File: config.mk
export PLATFORM = sky130hd
export DESIGN_NAME = right_hand_wall_follower_top
export DESIGN_NICKNAME = d
export VERILOG_FILES = /design/src/rtl/wfl_pkg.sv /design/src/rtl/wfl_ram.sv /design/src/rtl/wfl_cfg.sv /design/src/rtl/right_hand_wall_follower_top.sv
export SDC_FILE = /design/constraint.sdc
export NUM_CORES = 1
export LEC_CHECK = 0
export BUFFER_PORTS_ARGS = -buffer_cell sky130_fd_sc_hd__buf_4
export CAP_MARGIN = 5
export CORE_MARGIN = 2
export CORE_UTILIZATION = 40
export DETAILED_ROUTE_END_ITERATION = 8
export PLACE_DENSITY_LB_ADDON = 0.15
export SYNTH_ARGS = -nofsm -noshare
export SYNTH_HDL_FRONTEND = slang
export SYNTH_SLANG_ARGS = --single-unit
File: constraint.sdc
create_clock -name clk -period 5.7 [get_ports clk]
set_input_delay 0.285 -clock clk [delete_from_list [all_inputs] [get_ports clk]]
set_output_delay 0.285 -clock clk [all_outputs]
set_load 0.005 [all_outputs]
File: src/rtl/wfl_pkg.sv
//------------------------------------------------------------------------------
// wfl_pkg
// Shared types and constants for the right-hand wall follower.
//------------------------------------------------------------------------------
`default_nettype none

package wfl_pkg;

	localparam int GRID_SIZE = 16;
	localparam int RW        = $clog2(GRID_SIZE);
	localparam int FW        = 4;
	localparam int APB_AW    = 3;
	localparam int APB_DW    = 32;

	typedef logic [RW-1:0]        idx_t;
	typedef logic [GRID_SIZE-1:0] row_t;
	typedef logic [FW-1:0]        coord_t;

	localparam logic [1:0] CMD_LOAD  = 2'd0;
	localparam logic [1:0] CMD_START = 2'd1;
	localparam logic [1:0] CMD_STEP  = 2'd2;
	localparam logic [1:0] CMD_NOP   = 2'd3;

	localparam logic [1:0] HD_EAST  = 2'd0;
	localparam logic [1:0] HD_SOUTH = 2'd1;
	localparam logic [1:0] HD_WEST  = 2'd2;
	localparam logic [1:0] HD_NORTH = 2'd3;

	localparam logic REG_END_ROW   = 1'b0;
	localparam logic REG_START_ROW = 1'b1;

	localparam coord_t END_ROW_RST   = 4'd1;
	localparam coord_t START_ROW_RST = 4'd1;

	typedef struct packed {
		coord_t end_row;
		coord_t start_row;
	} cfg_t;

endpackage

`default_nettype wire

File: src/rtl/wfl_ram.sv
//------------------------------------------------------------------------------
// wfl_ram
// Generic RAM: one write port, two registered read ports.
//------------------------------------------------------------------------------
`default_nettype none

module wfl_ram #(
	parameter int WIDTH = 16,
	parameter int DEPTH = 16
) (
	input  logic                     clk,
	input  logic                     we,
	input  logic [$clog2(DEPTH)-1:0] waddr,
	input  logic [WIDTH-1:0]         wdata,
	input  logic [$clog2(DEPTH)-1:0] ra_addr,
	output logic [WIDTH-1:0]         ra_data,
	input  logic [$clog2(DEPTH)-1:0] rb_addr,
	output logic [WIDTH-1:0]         rb_data
);

	logic [WIDTH-1:0] mem [DEPTH];

	always_ff @(posedge clk) begin
		if (we) begin
			mem[waddr] <= wdata;
		end
		ra_data <= mem[ra_addr];
		rb_data <= mem[rb_addr];
	end

endmodule

`default_nettype wire

File: src/rtl/wfl_cfg.sv
//------------------------------------------------------------------------------
// wfl_cfg
// APB register file: exit row and entry row.
//------------------------------------------------------------------------------
`default_nettype none

module wfl_cfg (
	input  logic                        clk,
	input  logic                        arst_n,
	input  logic                        psel,
	input  logic                        penable,
	input  logic                        pwrite,
	input  logic [wfl_pkg::APB_AW-1:0]  paddr,
	input  logic [wfl_pkg::APB_DW-1:0]  pwdata,
	output logic [wfl_pkg::APB_DW-1:0]  prdata,
	output logic                        pready,
	output wfl_pkg::cfg_t               cfg
);
	import wfl_pkg::*;

	logic   reg_sel;
	logic   wr_en;
	coord_t end_row_q;
	coord_t start_row_q;

	// registers sit at 4-byte steps
	assign reg_sel = paddr[2];
	assign wr_en   = psel && penable && pwrite;
	assign pready  = 1'b1;

	always_ff @(posedge clk or negedge arst_n) begin
		if (!arst_n) begin
			end_row_q   <= END_ROW_RST;
			start_row_q <= START_ROW_RST;
		end else if (wr_en) begin
			unique case (reg_sel)
				REG_END_ROW:   end_row_q   <= pwdata[FW-1:0];
				REG_START_ROW: start_row_q <= pwdata[FW-1:0];
				default:       ;
			endcase
		end
	end

	always_comb begin
		unique case (reg_sel)
			REG_END_ROW:   prdata = APB_DW'(end_row_q);
			REG_START_ROW: prdata = APB_DW'(start_row_q);
			default:       prdata = '0;
		endcase
	end

	assign cfg.end_row   = end_row_q;
	assign cfg.start_row = start_row_q;

endmodule

`default_nettype wire

File: src/rtl/right_hand_wall_follower_top.sv
//------------------------------------------------------------------------------
// right_hand_wall_follower_top
// Grid maze walker following the right-hand wall, map kept in a row-wide RAM.
//------------------------------------------------------------------------------
// Usage:
//   Command channel (cmd_valid/cmd_ready) takes one item: load a map cell,
//   place the walker at the entry, or take one step. Every item returns one
//   item on the result channel (res_valid/res_ready) with the walker position,
//   heading, a moved flag and the arrived flag.
//   The map is one RAM row per grid row, read on two registered ports. Work
//   per item, from acceptance to result register:
//     start / unused command : done on acceptance
//     load                   : read row, write back modified row
//     step                   : read rows r and r+1, then row r-1, then decide
//   The next item is taken once the current one is finished; a result that
//   waits in the output register does not block the next item's work, only
//   its completion.
//   Reset clears the walker to row 0, column 0, facing east, arrived low,
//   and loads exit row 1 and entry row 1. Map contents are undefined until
//   loaded; load every cell before stepping. The user must write registers
//   over APB only while the block is idle; the block does not enforce this.
//------------------------------------------------------------------------------
`default_nettype none

module right_hand_wall_follower_top (
	input  logic                        clk,
	input  logic                        arst_n,
	// APB configuration
	input  logic                        psel,
	input  logic                        penable,
	input  logic                        pwrite,
	input  logic [wfl_pkg::APB_AW-1:0]  paddr,
	input  logic [wfl_pkg::APB_DW-1:0]  pwdata,
	output logic [wfl_pkg::APB_DW-1:0]  prdata,
	output logic                        pready,
	// command channel
	input  logic                        cmd_valid,
	output logic                        cmd_ready,
	input  logic [1:0]                  command,
	input  logic [wfl_pkg::FW-1:0]      cell_row,
	input  logic [wfl_pkg::FW-1:0]      cell_col,
	input  logic                        cell_open,
	// result channel
	output logic                        res_valid,
	input  logic                        res_ready,
	output logic [wfl_pkg::FW-1:0]      walker_row,
	output logic [wfl_pkg::FW-1:0]      walker_col,
	output logic [1:0]                  heading,
	output logic                        moved,
	output logic                        arrived
);
	import wfl_pkg::*;

	typedef enum logic [4:0] {
		ST_IDLE = 5'b00001,
		ST_LDWR = 5'b00010,
		ST_STRD = 5'b00100,
		ST_STEV = 5'b01000,
		ST_HOLD = 5'b10000
	} state_t;

	function automatic logic at_exit(idx_t r, idx_t c, coord_t er);
		return (32'(r) == 32'(er)) && (32'(c) == GRID_SIZE - 1);
	endfunction

	cfg_t   cfg;
	state_t state_q, state_d;

	idx_t       cur_row_q, cur_col_q;
	logic [1:0] head_q;
	logic       done_q, moved_q;

	idx_t ld_row_q, ld_col_q;
	logic ld_open_q, ld_ok_q;

	row_t row_cur_s1, row_dn_s1;

	logic       out_valid_q;
	coord_t     o_row_q, o_col_q;
	logic [1:0] o_head_q;
	logic       o_moved_q, o_arr_q;

	logic cmd_acc, out_free, fin;
	idx_t ra_addr, rb_addr;
	row_t ra_data, rb_data, wr_row;
	logic ram_we;

	idx_t       nxt_row, nxt_col;
	logic [1:0] nxt_head;
	logic       nxt_done, nxt_moved;

	idx_t       start_idx;
	logic [3:0] dir_open;
	logic [1:0] h_r, h_s, h_l, h_sel;
	logic       go;
	idx_t       mv_row, mv_col;

	wfl_cfg u_cfg (
		.clk     (clk),
		.arst_n  (arst_n),
		.psel    (psel),
		.penable (penable),
		.pwrite  (pwrite),
		.paddr   (paddr),
		.pwdata  (pwdata),
		.prdata  (prdata),
		.pready  (pready),
		.cfg     (cfg)
	);

	wfl_ram #(
		.WIDTH (GRID_SIZE),
		.DEPTH (GRID_SIZE)
	) u_map (
		.clk     (clk),
		.we      (ram_we),
		.waddr   (ld_row_q),
		.wdata   (wr_row),
		.ra_addr (ra_addr),
		.ra_data (ra_data),
		.rb_addr (rb_addr),
		.rb_data (rb_data)
	);

	assign cmd_ready = (state_q == ST_IDLE);
	assign cmd_acc   = cmd_valid && cmd_ready;
	assign out_free  = !out_valid_q || res_ready;

	// port A: own row (or row to load), port B: row below, then row above
	assign ra_addr = (command == CMD_LOAD) ? RW'(cell_row) : cur_row_q;
	assign rb_addr = (state_q == ST_IDLE) ? RW'(cur_row_q + 1'b1) : RW'(cur_row_q - 1'b1);

	always_comb begin
		wr_row           = ra_data;
		wr_row[ld_col_q] = ld_open_q;
	end
	assign ram_we = (state_q == ST_LDWR) && ld_ok_q;

	assign start_idx = (32'(cfg.start_row) > GRID_SIZE - 1) ? idx_t'(GRID_SIZE - 1)
		: RW'(cfg.start_row);

	// neighbor lookup; out-of-grid cells are walls
	always_comb begin
		dir_open[HD_EAST]  = (32'(cur_col_q) < GRID_SIZE - 1)
			&& row_cur_s1[RW'(cur_col_q + 1'b1)];
		dir_open[HD_SOUTH] = (32'(cur_row_q) < GRID_SIZE - 1) && row_dn_s1[cur_col_q];
		dir_open[HD_WEST]  = (cur_col_q != '0) && row_cur_s1[RW'(cur_col_q - 1'b1)];
		dir_open[HD_NORTH] = (cur_row_q != '0) && rb_data[cur_col_q];
	end

	assign h_r = 2'(head_q + 2'd1);
	assign h_s = head_q;
	assign h_l = 2'(head_q + 2'd3);

	always_comb begin
		go    = 1'b1;
		h_sel = h_s;
		priority if (dir_open[h_r]) begin
			h_sel = h_r;
		end else if (dir_open[h_s]) begin
			h_sel = h_s;
		end else if (dir_open[h_l]) begin
			h_sel = h_l;
		end else begin
			go = 1'b0;
		end
	end

	always_comb begin
		mv_row = cur_row_q;
		mv_col = cur_col_q;
		unique case (h_sel)
			HD_EAST:  mv_col = RW'(cur_col_q + 1'b1);
			HD_SOUTH: mv_row = RW'(cur_row_q + 1'b1);
			HD_WEST:  mv_col = RW'(cur_col_q - 1'b1);
			HD_NORTH: mv_row = RW'(cur_row_q - 1'b1);
			default:  ;
		endcase
	end

	always_comb begin
		state_d   = state_q;
		fin       = 1'b0;
		nxt_row   = cur_row_q;
		nxt_col   = cur_col_q;
		nxt_head  = head_q;
		nxt_done  = done_q;
		nxt_moved = 1'b0;
		unique case (state_q)
			ST_IDLE: begin
				if (cmd_acc) begin
					priority if (command == CMD_LOAD) begin
						state_d = ST_LDWR;
					end else if (command == CMD_STEP) begin
						state_d = ST_STRD;
					end else begin
						fin = 1'b1;
						if (command == CMD_START) begin
							nxt_row  = start_idx;
							nxt_col  = '0;
							nxt_head = HD_EAST;
							nxt_done = at_exit(start_idx, '0, cfg.end_row);
						end
					end
				end
			end
			ST_LDWR: fin = 1'b1;
			ST_STRD: state_d = ST_STEV;
			ST_STEV: begin
				fin = 1'b1;
				if (!done_q) begin
					if (go) begin
						nxt_row   = mv_row;
						nxt_col   = mv_col;
						nxt_head  = h_sel;
						nxt_moved = 1'b1;
						nxt_done  = at_exit(mv_row, mv_col, cfg.end_row);
					end else begin
						nxt_head = 2'(head_q + 2'd2);
					end
				end
			end
			ST_HOLD: begin
				if (out_free) begin
					state_d = ST_IDLE;
				end
			end
			default: state_d = ST_IDLE;
		endcase
		if (fin) begin
			state_d = out_free ? ST_IDLE : ST_HOLD;
		end
	end

	always_ff @(posedge clk or negedge arst_n) begin
		if (!arst_n) begin
			state_q     <= ST_IDLE;
			cur_row_q   <= '0;
			cur_col_q   <= '0;
			head_q      <= HD_EAST;
			done_q      <= 1'b0;
			moved_q     <= 1'b0;
			out_valid_q <= 1'b0;
		end else begin
			state_q <= state_d;
			if (fin) begin
				cur_row_q <= nxt_row;
				cur_col_q <= nxt_col;
				head_q    <= nxt_head;
				done_q    <= nxt_done;
				moved_q   <= nxt_moved;
			end
			if ((fin || state_q == ST_HOLD) && out_free) begin
				out_valid_q <= 1'b1;
			end else if (res_ready) begin
				out_valid_q <= 1'b0;
			end
		end
	end

	always_ff @(posedge clk) begin
		if (cmd_acc) begin
			ld_row_q  <= RW'(cell_row);
			ld_col_q  <= RW'(cell_col);
			ld_open_q <= cell_open;
			ld_ok_q   <= (32'(cell_row) < GRID_SIZE) && (32'(cell_col) < GRID_SIZE);
		end
		if (state_q == ST_STRD) begin
			row_cur_s1 <= ra_data;
			row_dn_s1  <= rb_data;
		end
		if (fin && out_free) begin
			o_row_q   <= FW'(nxt_row);
			o_col_q   <= FW'(nxt_col);
			o_head_q  <= nxt_head;
			o_moved_q <= nxt_moved;
			o_arr_q   <= nxt_done;
		end else if (state_q == ST_HOLD && out_free) begin
			o_row_q   <= FW'(cur_row_q);
			o_col_q   <= FW'(cur_col_q);
			o_head_q  <= head_q;
			o_moved_q <= moved_q;
			o_arr_q   <= done_q;
		end
	end

	assign res_valid  = out_valid_q;
	assign walker_row = o_row_q;
	assign walker_col = o_col_q;
	assign heading    = o_head_q;
	assign moved      = o_moved_q;
	assign arrived    = o_arr_q;

	a_we_only_in_load: assert property (@(posedge clk) disable iff (!arst_n)
		ram_we |-> state_q == ST_LDWR)
		else $error("map written outside load write-back");

	a_step_reads_two: assert property (@(posedge clk) disable iff (!arst_n)
		(cmd_acc && command == CMD_STEP) |=> state_q == ST_STRD ##1 state_q == ST_STEV)
		else $error("step did not take its two read cycles");

	a_no_move_when_done: assert property (@(posedge clk) disable iff (!arst_n)
		(state_q == ST_STEV && done_q) |-> !nxt_moved && nxt_done)
		else $error("walker moved after arrival");

	a_hold_has_result: assert property (@(posedge clk) disable iff (!arst_n)
		state_q == ST_HOLD |-> out_valid_q)
		else $error("waiting on output with empty result register");

	a_move_is_adjacent: assert property (@(posedge clk) disable iff (!arst_n)
		(fin && nxt_moved) |-> ((nxt_row == cur_row_q) != (nxt_col == cur_col_q)))
		else $error("step moved by other than one cell");

endmodule

`default_nettype wire

Word level (Yosys, flattened, before mapping)
Memories as Yosys holds them, arrays and structs flattened. A register that Yosys moved wholly into a read port is not among the register bits.
Index checks and enable logic that the tools add are counted.
- add/sub/neg operators: 7
- $mul: 0
- div/mod/pow operators: 0
- magnitude comparators: 10
- eq/ne operators: 16
- shift operators: 0
- muxes and demuxes: 84
- bitwise operators: 1
- reductions and logical operators: 25
- operator list (operator ; number):
    $mux W4 ; 18
    $pmux W32 S2 ; 1
    $pmux W4 S2 ; 4
    $mux W1 ; 31
    $mux W5 ; 6
    $mux W2 ; 11
    $lt A4 B5 Y1 const B ; 4
    $pmux W5 S4 ; 1
    $bmux W1 S4 ; 4
    $bwmux W16 ; 1
    $logic_and A1 B1 Y1 ; 12
    $lt A2 B3 Y1 const B ; 3
    $add A4 B1 Y4 const B ; 2
    $lt A4 B4 Y1 const B ; 2
    $reduce_bool A4 Y1 ; 2
    $sub A4 B1 Y4 const B ; 2
    $bmux W1 S2 ; 3
    $eq A2 B2 Y1 const B ; 3
    $eq A5 B1 Y1 const B ; 1
    $eq A5 B2 Y1 const B ; 1
    $eq A5 B3 Y1 const B ; 1
    $eq A5 B4 Y1 const B ; 1
    $eq A5 B5 Y1 const B ; 1
    $add A2 B2 Y2 const B ; 2
    other kinds (20) ; 26
- bits in registers: 79
- bits in latches: 0
- bits in writable memories: 256
- bits in read-only memories: 0
- input bits: 53
- memories: 1
- memories (name ; words ; bits a word ; rd ports ; clocked after Yosys merged registers in ; wr ports ; RTL line ; text):
    u_map.mem ; 16 ; 16 ; 2 ; 2 ; 1 ; wfl_ram.sv:21 ; logic [WIDTH-1:0] mem [DEPTH];

Depth between registers and ports, before layout
- depth in word-level cells: 17
- depth in mapped cells: 16
- gate-level depth less buffers: 12

By module
From an unflattened synthesis, not the netlist that was laid out.
- cells, all modules: 1023
- area total of the unflattened synthesis: 17266.6 µm²
- modules (own cells, without submodules) (module ; instances ; cells each ; area each (µm²)):
    wfl_ram ; 1 ; 585 ; 12360.6
    right_hand_wall_follower_top ; 1 ; 385 ; 4306.6
    wfl_cfg ; 1 ; 53 ; 599.3

Worst setup path before layout
No wires, ideal clock.
- path kind: register to register
- start point: register cur_row_q[0]
- end point: register o_arr_q, in the netlist arrived (data pin)
- library setup time: 0.265 ns
- arrival: 3.996 ns
- slack: 1.439 ns
- stages on the path, launching flop included: 16
- cells stage by stage: dfrtp_1 -> clkbuf_1 -> clkbuf_1 -> clkbuf_1 -> inv_1 -> ha_1 -> nor3b_1 -> a211oi_1 -> nand3_1 -> and2_1 -> o41a_1 -> nand2_2 -> mux2i_1 -> nor3_1 -> a311oi_1 -> o31ai_2
- longest elaborated chain between the ends: 15
- elaborated cells between the ends (all ways): 31
- classes of those cells: add/sub (2); order compare (1); eq/ne (5); mux (18); reduce/logical (5)
- ends and longest elaborated chain (element ; RTL line ; text):
    start: declaration ; right_hand_wall_follower_top.sv:69 ; idx_t cur_row_q, cur_col_q;
    start signal: assignment ; right_hand_wall_follower_top.sv:247 ; cur_row_q <= nxt_row;
    $lt A4 B4 Y1 / $reduce_bool A4 Y1 (equally long branches) ; right_hand_wall_follower_top.sv:146, right_hand_wall_follower_top.sv:148 ;
    $logic_and A1 B1 Y1, on equally long branches ; right_hand_wall_follower_top.sv:146, right_hand_wall_follower_top.sv:148 ;
    $bmux W1 S2 ; right_hand_wall_follower_top.sv:162 ; end else if (dir_open[h_l]) begin
    $mux W1 (implied by the code) ; right_hand_wall_follower_top.sv:162 ;
    $mux W2 ; right_hand_wall_follower_top.sv:162 ;
    $mux W2 ; right_hand_wall_follower_top.sv:160 ; end else if (dir_open[h_s]) begin
    $mux W2 ; right_hand_wall_follower_top.sv:158 ; priority if (dir_open[h_r]) begin
    $eq A2 B2 Y1, or another cell as far along ; right_hand_wall_follower_top.sv:172 ; unique case (h_sel)
    $pmux W4 S2 ; right_hand_wall_follower_top.sv:172 ;
    $eq A4 B4 Y1 ; right_hand_wall_follower_top.sv:63 ; return (32'(r) == 32'(er)) && (32'(c) == GRID_SIZE - 1);
    $logic_and A1 B1 Y1 ; right_hand_wall_follower_top.sv:63 ;
    $mux W1 (*) ; right_hand_wall_follower_top.sv:212 ; if (go) begin
    $mux W1 (*) ; right_hand_wall_follower_top.sv:211 ; if (!done_q) begin
    $pmux W1 S2 (*) ; right_hand_wall_follower_top.sv:189 ; unique case (state_q)
    $mux W1 (*) ; right_hand_wall_follower_top.sv:272 ; if (fin && out_free) begin
    end signal: assignment ; right_hand_wall_follower_top.sv:277 ; o_arr_q <= nxt_done;
    end signal: assignment ; right_hand_wall_follower_top.sv:283 ; o_arr_q <= done_q;
    end: declaration ; right_hand_wall_follower_top.sv:81 ; logic o_moved_q, o_arr_q;
Every way passes the cells marked *; elsewhere a longest branch is shown, timed or not. The select of a mux whose other input is x is not followed.
A chain may end at the register's enable or synchronous reset.

Worst setup path in the final report
- start point: register cur_col_q[1]
- end point: register o_arr_q, in the netlist arrived (data pin)
- longest elaborated chain between the ends: 17
- elaborated cells between the ends (all ways): 41
- classes of those cells: add/sub (2); order compare (1); eq/ne (5); mux (26); reduce/logical (7)
- ends and longest elaborated chain (element ; RTL line ; text):
    start: declaration ; right_hand_wall_follower_top.sv:69 ;
    start signal: assignment ; right_hand_wall_follower_top.sv:248 ; cur_col_q <= nxt_col;
    $add A4 B1 Y4 / $sub A4 B1 Y4 (equally long branches) ; - ;
    $bmux W1 S4, on equally long branches ; right_hand_wall_follower_top.sv:145, right_hand_wall_follower_top.sv:147 ;
    $mux W1, on equally long branches ; right_hand_wall_follower_top.sv:145, right_hand_wall_follower_top.sv:147 ;
    $logic_and A1 B1 Y1, on equally long branches ; right_hand_wall_follower_top.sv:145, right_hand_wall_follower_top.sv:147 ;
    $bmux W1 S2 ; right_hand_wall_follower_top.sv:162 ;
    $mux W1 (implied by the code) ; right_hand_wall_follower_top.sv:162 ;
    $mux W2 ; right_hand_wall_follower_top.sv:162 ;
    $mux W2 ; right_hand_wall_follower_top.sv:160 ;
    $mux W2 ; right_hand_wall_follower_top.sv:158 ;
    $eq A2 B2 Y1, or another cell as far along ; right_hand_wall_follower_top.sv:172 ;
    $pmux W4 S2 ; right_hand_wall_follower_top.sv:172 ;
    $eq A4 B4 Y1 ; right_hand_wall_follower_top.sv:63 ;
    $logic_and A1 B1 Y1 ; right_hand_wall_follower_top.sv:63 ;
    $mux W1 (*) ; right_hand_wall_follower_top.sv:212 ;
    $mux W1 (*) ; right_hand_wall_follower_top.sv:211 ;
    $pmux W1 S2 (*) ; right_hand_wall_follower_top.sv:189 ;
    $mux W1 (*) ; right_hand_wall_follower_top.sv:272 ;
Marks and branches as above.

==> qor.txt <==
STATUS
------------------------------------------------------------------------------
Outcome                                                           complete, no violations

DRT
------------------------------------------------------------------------------
Drt first-iter violations                                                  850
Residual antenna-violating net count after detailed routing                  0
Initial DRT Pass Iterations                                                  5
Average wire per cell in the routed design                            25.92 um
Via density per instance                                                 5.797
Post-detailed-route DRC marker count                                         0
Number of vias in the routed layout                                      10370
Total Routed Length                                                   46380 um

TIMING
------------------------------------------------------------------------------
Count of final setup violators                                               0
Setup Skew                                                          0.01665 ns
Max Slew Vio Count                                                           0
RSZ-0062 raised after global routing                                     false
Worst rel slew slack                                                    15.86%
Max frequency                                                        229.9 MHz
Number of failing hold endpoints at the final stage                          0
Final cycle utilization of the critical path                            76.31%
Pin slew with the least headroom to its limit                         1.255 ns
Final total negative setup slack                                          0 ns
Shortest clock period the worst path allows after layout              4.350 ns

WORST SETUP PATH
------------------------------------------------------------------------------
Worst-path cell chain                                             buf_4, ha_1, xor2_2, mux4_2, nor4bb_2, a311o_2, and4_4, nand2_2, mux2i_1, nor3_1, a311oi_1, o31ai_2
Dominant delay contributor by cell family on the critical path    multiplexers
Start of the worst register-to-register path                      cur_col_q[1]
Crit path largest cell delay                                           0.56 ns
Total buffers and inverters traversed by the critical path                   1
Slack of the worst reg-to-reg path                                     1.35 ns
Endpoint required time on the critical path                            6.01 ns
Endpoint type of the worst setup path                                     flop
Arr. time, crit path                                                   4.66 ns
WS Path Type                                                      flop to flop
CP Depth                                                                    12
Critical-path maximum fanout                                                21
Worst reg2reg endpoint                                                 arrived
Critical path launch point type                                           flop
Source of the critical timing path                                cur_col_q[1]
Number of cell instances on the worst register-to-register path             12
Timing endpoint of the critical path                                   arrived
Max stage delay cell, worst path                                  sky130_fd_sc_hd__mux4_2

FLOW RUN
------------------------------------------------------------------------------
# Max-Cap Violations                                                         0

CLOCK TREE
------------------------------------------------------------------------------
Post-CTS setup-driven buffer insertion count                                 0
Total clock buffers created by CTS                                          42
Clock H-tree levels                                                          2
TritonCTS Sinks                                                            367
Insertion delay to the later sink of the worst-skew pair               0.57 ns
CTS clock-pin slew for the worst setup and hold paths                  0.06 ns
Clock buffer depth                                                           3
CTS tree                                                                  done
Clock Tree Root                                                   sky130_fd_sc_hd__clkbuf_16

POWER AND IR DROP
------------------------------------------------------------------------------
Sequential group share of total power                                    35.0%
Sw power                                                              3.894 mW
Internal Pwr Total                                                    7.029 mW
Combinational share of power                                             40.9%
Switching part of the total                                             35.65%
Clock network fraction of total power                                    24.1%
Pwr per Cell Area                                                 541.3 mW/mm2
PnR Total Power                                                       10.92 mW
VDD IR max                                                           0.6142 mV
Leakage power                                                         6.672 nW

PLACED DESIGN
------------------------------------------------------------------------------
Post-DP Area                                                       0.01867 mm2
Post-placement cell count                                                 1696
Gpl congestion                                                          0.8236
Detailed placement HPWL                                               28360 um
Number of I/O port buffers                                                  40

SYNTH
------------------------------------------------------------------------------
EDFF count, synth                                                          309
Most instantiated flip-flop cell in the synthesis netlist         sky130_fd_sc_hd__edfxtp_1
Gate count of the mapped netlist                                          1118
Library cells used by synthesis                                             79
Syn Std Cell Area                                                  0.01762 mm2
Sequential-to-total area share from yosys stat                          60.03%
Avg Cell Area, Syn                                                   15.76 um2
Synth async-reset ratio                                                 7.084%
Yosys warning total                                                          0
Register bit count reported by yosys                                       367

GLOBAL ROUTE
------------------------------------------------------------------------------
Initial antenna violation count                                              0
Global routing usage summed across all routing layers                   20.73%
Global-route wire length before repair                                67750 um
Overflow after GRT                                                           0
Largest net degree at the start of global routing                           65
Vias in the first global route                                           10210

HOLD PATH
------------------------------------------------------------------------------
Path class of the lowest-slack min-delay path                     primary input to flop
Hold Path Origin                                                     cmd_valid
Count of cells along the worst hold path                                     4

CELLS AND AREA
------------------------------------------------------------------------------
Design Area, Final                                                 0.02018 mm2
Commonest cells after routing, fill and taps aside                sky130_fd_sc_hd__edfxtp_1, sky130_fd_sc_hd__mux4_2, sky130_fd_sc_hd__nand2_1
Most common cell after layout, fill and taps aside                sky130_fd_sc_hd__edfxtp_1
Fillcell total                                                            3764
NumNets Final                                                             1229
Synthesis-to-finish area growth                                         14.56%
Ant. Diodes                                                                  0
Non-filler cells in the finished layout                                   1789
Share of cells above drive strength 1                                   28.57%
Final cell utilization of the core                                      46.64%

FLOORPLAN
------------------------------------------------------------------------------
Number of top-level pins                                                   100
Width of the chip                                                     213.9 um
Die Area                                                           0.04573 mm2
Placeable core region                                              0.04327 mm2
Die height                                                            213.9 um
Floorplan row count                                                         76
Starting density of the core                                            40.71%

registers in the layout, indices dropped and copies added (netlist names):
name               flops
walker_row             4
ld_open_q              1
moved_q                1
arrived                1
h_s                    2
moved                  1
ld_col_q               4
cur_col_q              4
state_q                5
row_cur_s1            16
ld_row_q               4
u_cfg.end_row_q        4
walker_col             4
done_q                 1
u_map.rb_data         16
u_map.mem            256
row_dn_s1             16
heading                2
cur_row_q              4
u_map.ra_data         16
res_valid              1
u_cfg.start_row_q      4
power by group through the flow:
stage | clock network [mW] | logic (mW) | registers, mW
floorplan | 0 | 3.37 | 3.64
global placement | 0 | 4.48 | 3.88
CTS | 2.70 | 4.52 | 3.82
global route | 2.80 | 4.84 | 3.85
finish | 2.63 | 4.47 | 3.82
detailed placement | 0 | 4.51 | 3.88
per-stage QoR:
stage | hold slack [ns] | setup slack, ns
after CTS | 0.05753 | 1.362
after global routing | 0.1065 | 1.037
after detailed placement | 0.2297 | 1.384
after global placement | 0.2319 | 1.421
final | 0.08792 | 1.350
after floorplan | -0.01059 | 1.439
per-layer routing:
| layer | GRT usage [%] | share of wire (%) | up-vias |
|---|---|---|---|
| li1 | - | - | 4573 |
| met1 | 28.53 | 44 | 5390 |
| met3 | 3.368 | 5.0 | 80 |
| met5 | 0 | 0 | - |
| met4 | 7.830 | 3.6 | 0 |
| met2 | 33.32 | 48 | 328 |
what timing repair did:
| item | 4_1_cts | 5_1_grt |
|---|---|---|
| gates resized for setup | 0 | 0 |
| endpoints found under the hold margin | 45 | 0 |
| endpoints found under the setup margin | 0 | 0 |
| hold buffers | 17 | 0 |
worst register-to-register path, stage by stage, from the launching register on:
cell and delay [ns]:
sky130_fd_sc_hd__dfrtp_1 0.44, sky130_fd_sc_hd__buf_4 0.37, sky130_fd_sc_hd__ha_1 0.38, sky130_fd_sc_hd__xor2_2 0.33, sky130_fd_sc_hd__mux4_2 0.56, sky130_fd_sc_hd__nor4bb_2 0.41, sky130_fd_sc_hd__a311o_2 0.22, sky130_fd_sc_hd__and4_4 0.25
sky130_fd_sc_hd__nand2_2 0.14, sky130_fd_sc_hd__mux2i_1 0.41, sky130_fd_sc_hd__nor3_1 0.09, sky130_fd_sc_hd__a311oi_1 0.38, sky130_fd_sc_hd__o31ai_2 0.11
layout make-up:
cell class | count | area (um2) | area share [%]
sequential | 367 | 10580 | 52.41
timing repair buffer | 82 | 708.2 | 3.509
clock inverter | 18 | 203.9 | 1.011
clock buffer | 58 | 1141 | 5.654
tap | 585 | 732.0 | 3.627
inverter | 12 | 45.04 | 0.2232
multi-input combinational | 667 | 6773 | 33.56
cell usage after synthesis, drive strengths merged (3+ instances only):
master  instances  area [um2]
nor4            5       31.28
or3             4       25.02
a311oi          4       35.03
dfrtp          23       575.6
nand4           9       68.81
and2           22       140.1
mux2i          49       490.5
ha              4       50.05
nand2b         12       82.58
clkbuf         46       172.7
nor3b           5       37.54
mux2           33       371.6
dfstp           3       78.83
mux4          135        3040
edfxtp        309        9279
xor2            3       33.79
a21o            8       60.06
nand3          22       115.1
nor2           51       201.5
a32oi           4       35.03
and3            5       31.28
inv            12       45.04
dfxtp          32       640.6
xnor2           4       35.03
nand2          69       261.5
a211oi         36       275.3
a22o            3       26.28
a22oi           9       67.56
nor2b          23       143.9
a31oi          22       137.6
nor3           22       120.1
a21oi          20       100.1
o21ai          18       93.84
buf            53       352.8
o21bai          3       22.52
worst min path at each step:
stage                         to  slack [ns]
CTS                   state_q[0]        0.06
global placement       res_valid        0.23
floorplan           cur_col_q[0]       -0.01
finish                state_q[0]        0.09
detailed placement     res_valid        0.23
global route          state_q[4]        0.11
cell families (layout without fill, tap and decap cells):
| family | count (synthesis) | count (layout) | synth area share, % |
|---|---|---|---|
| compound gates | 150 | 150 | 6.123 |
| xor+xnor | 7 | 7 | 0.3907 |
| fa+ha+maj | 4 | 4 | 0.2841 |
| buf+inv | 111 | 170 | 3.239 |
| flops | 367 | 367 | 60.03 |
| mux | 217 | 217 | 22.15 |
| other cells | 2 | 29 | 0.04263 |
| simple gates | 260 | 260 | 7.742 |
Power figures use the tool's default switching activity.
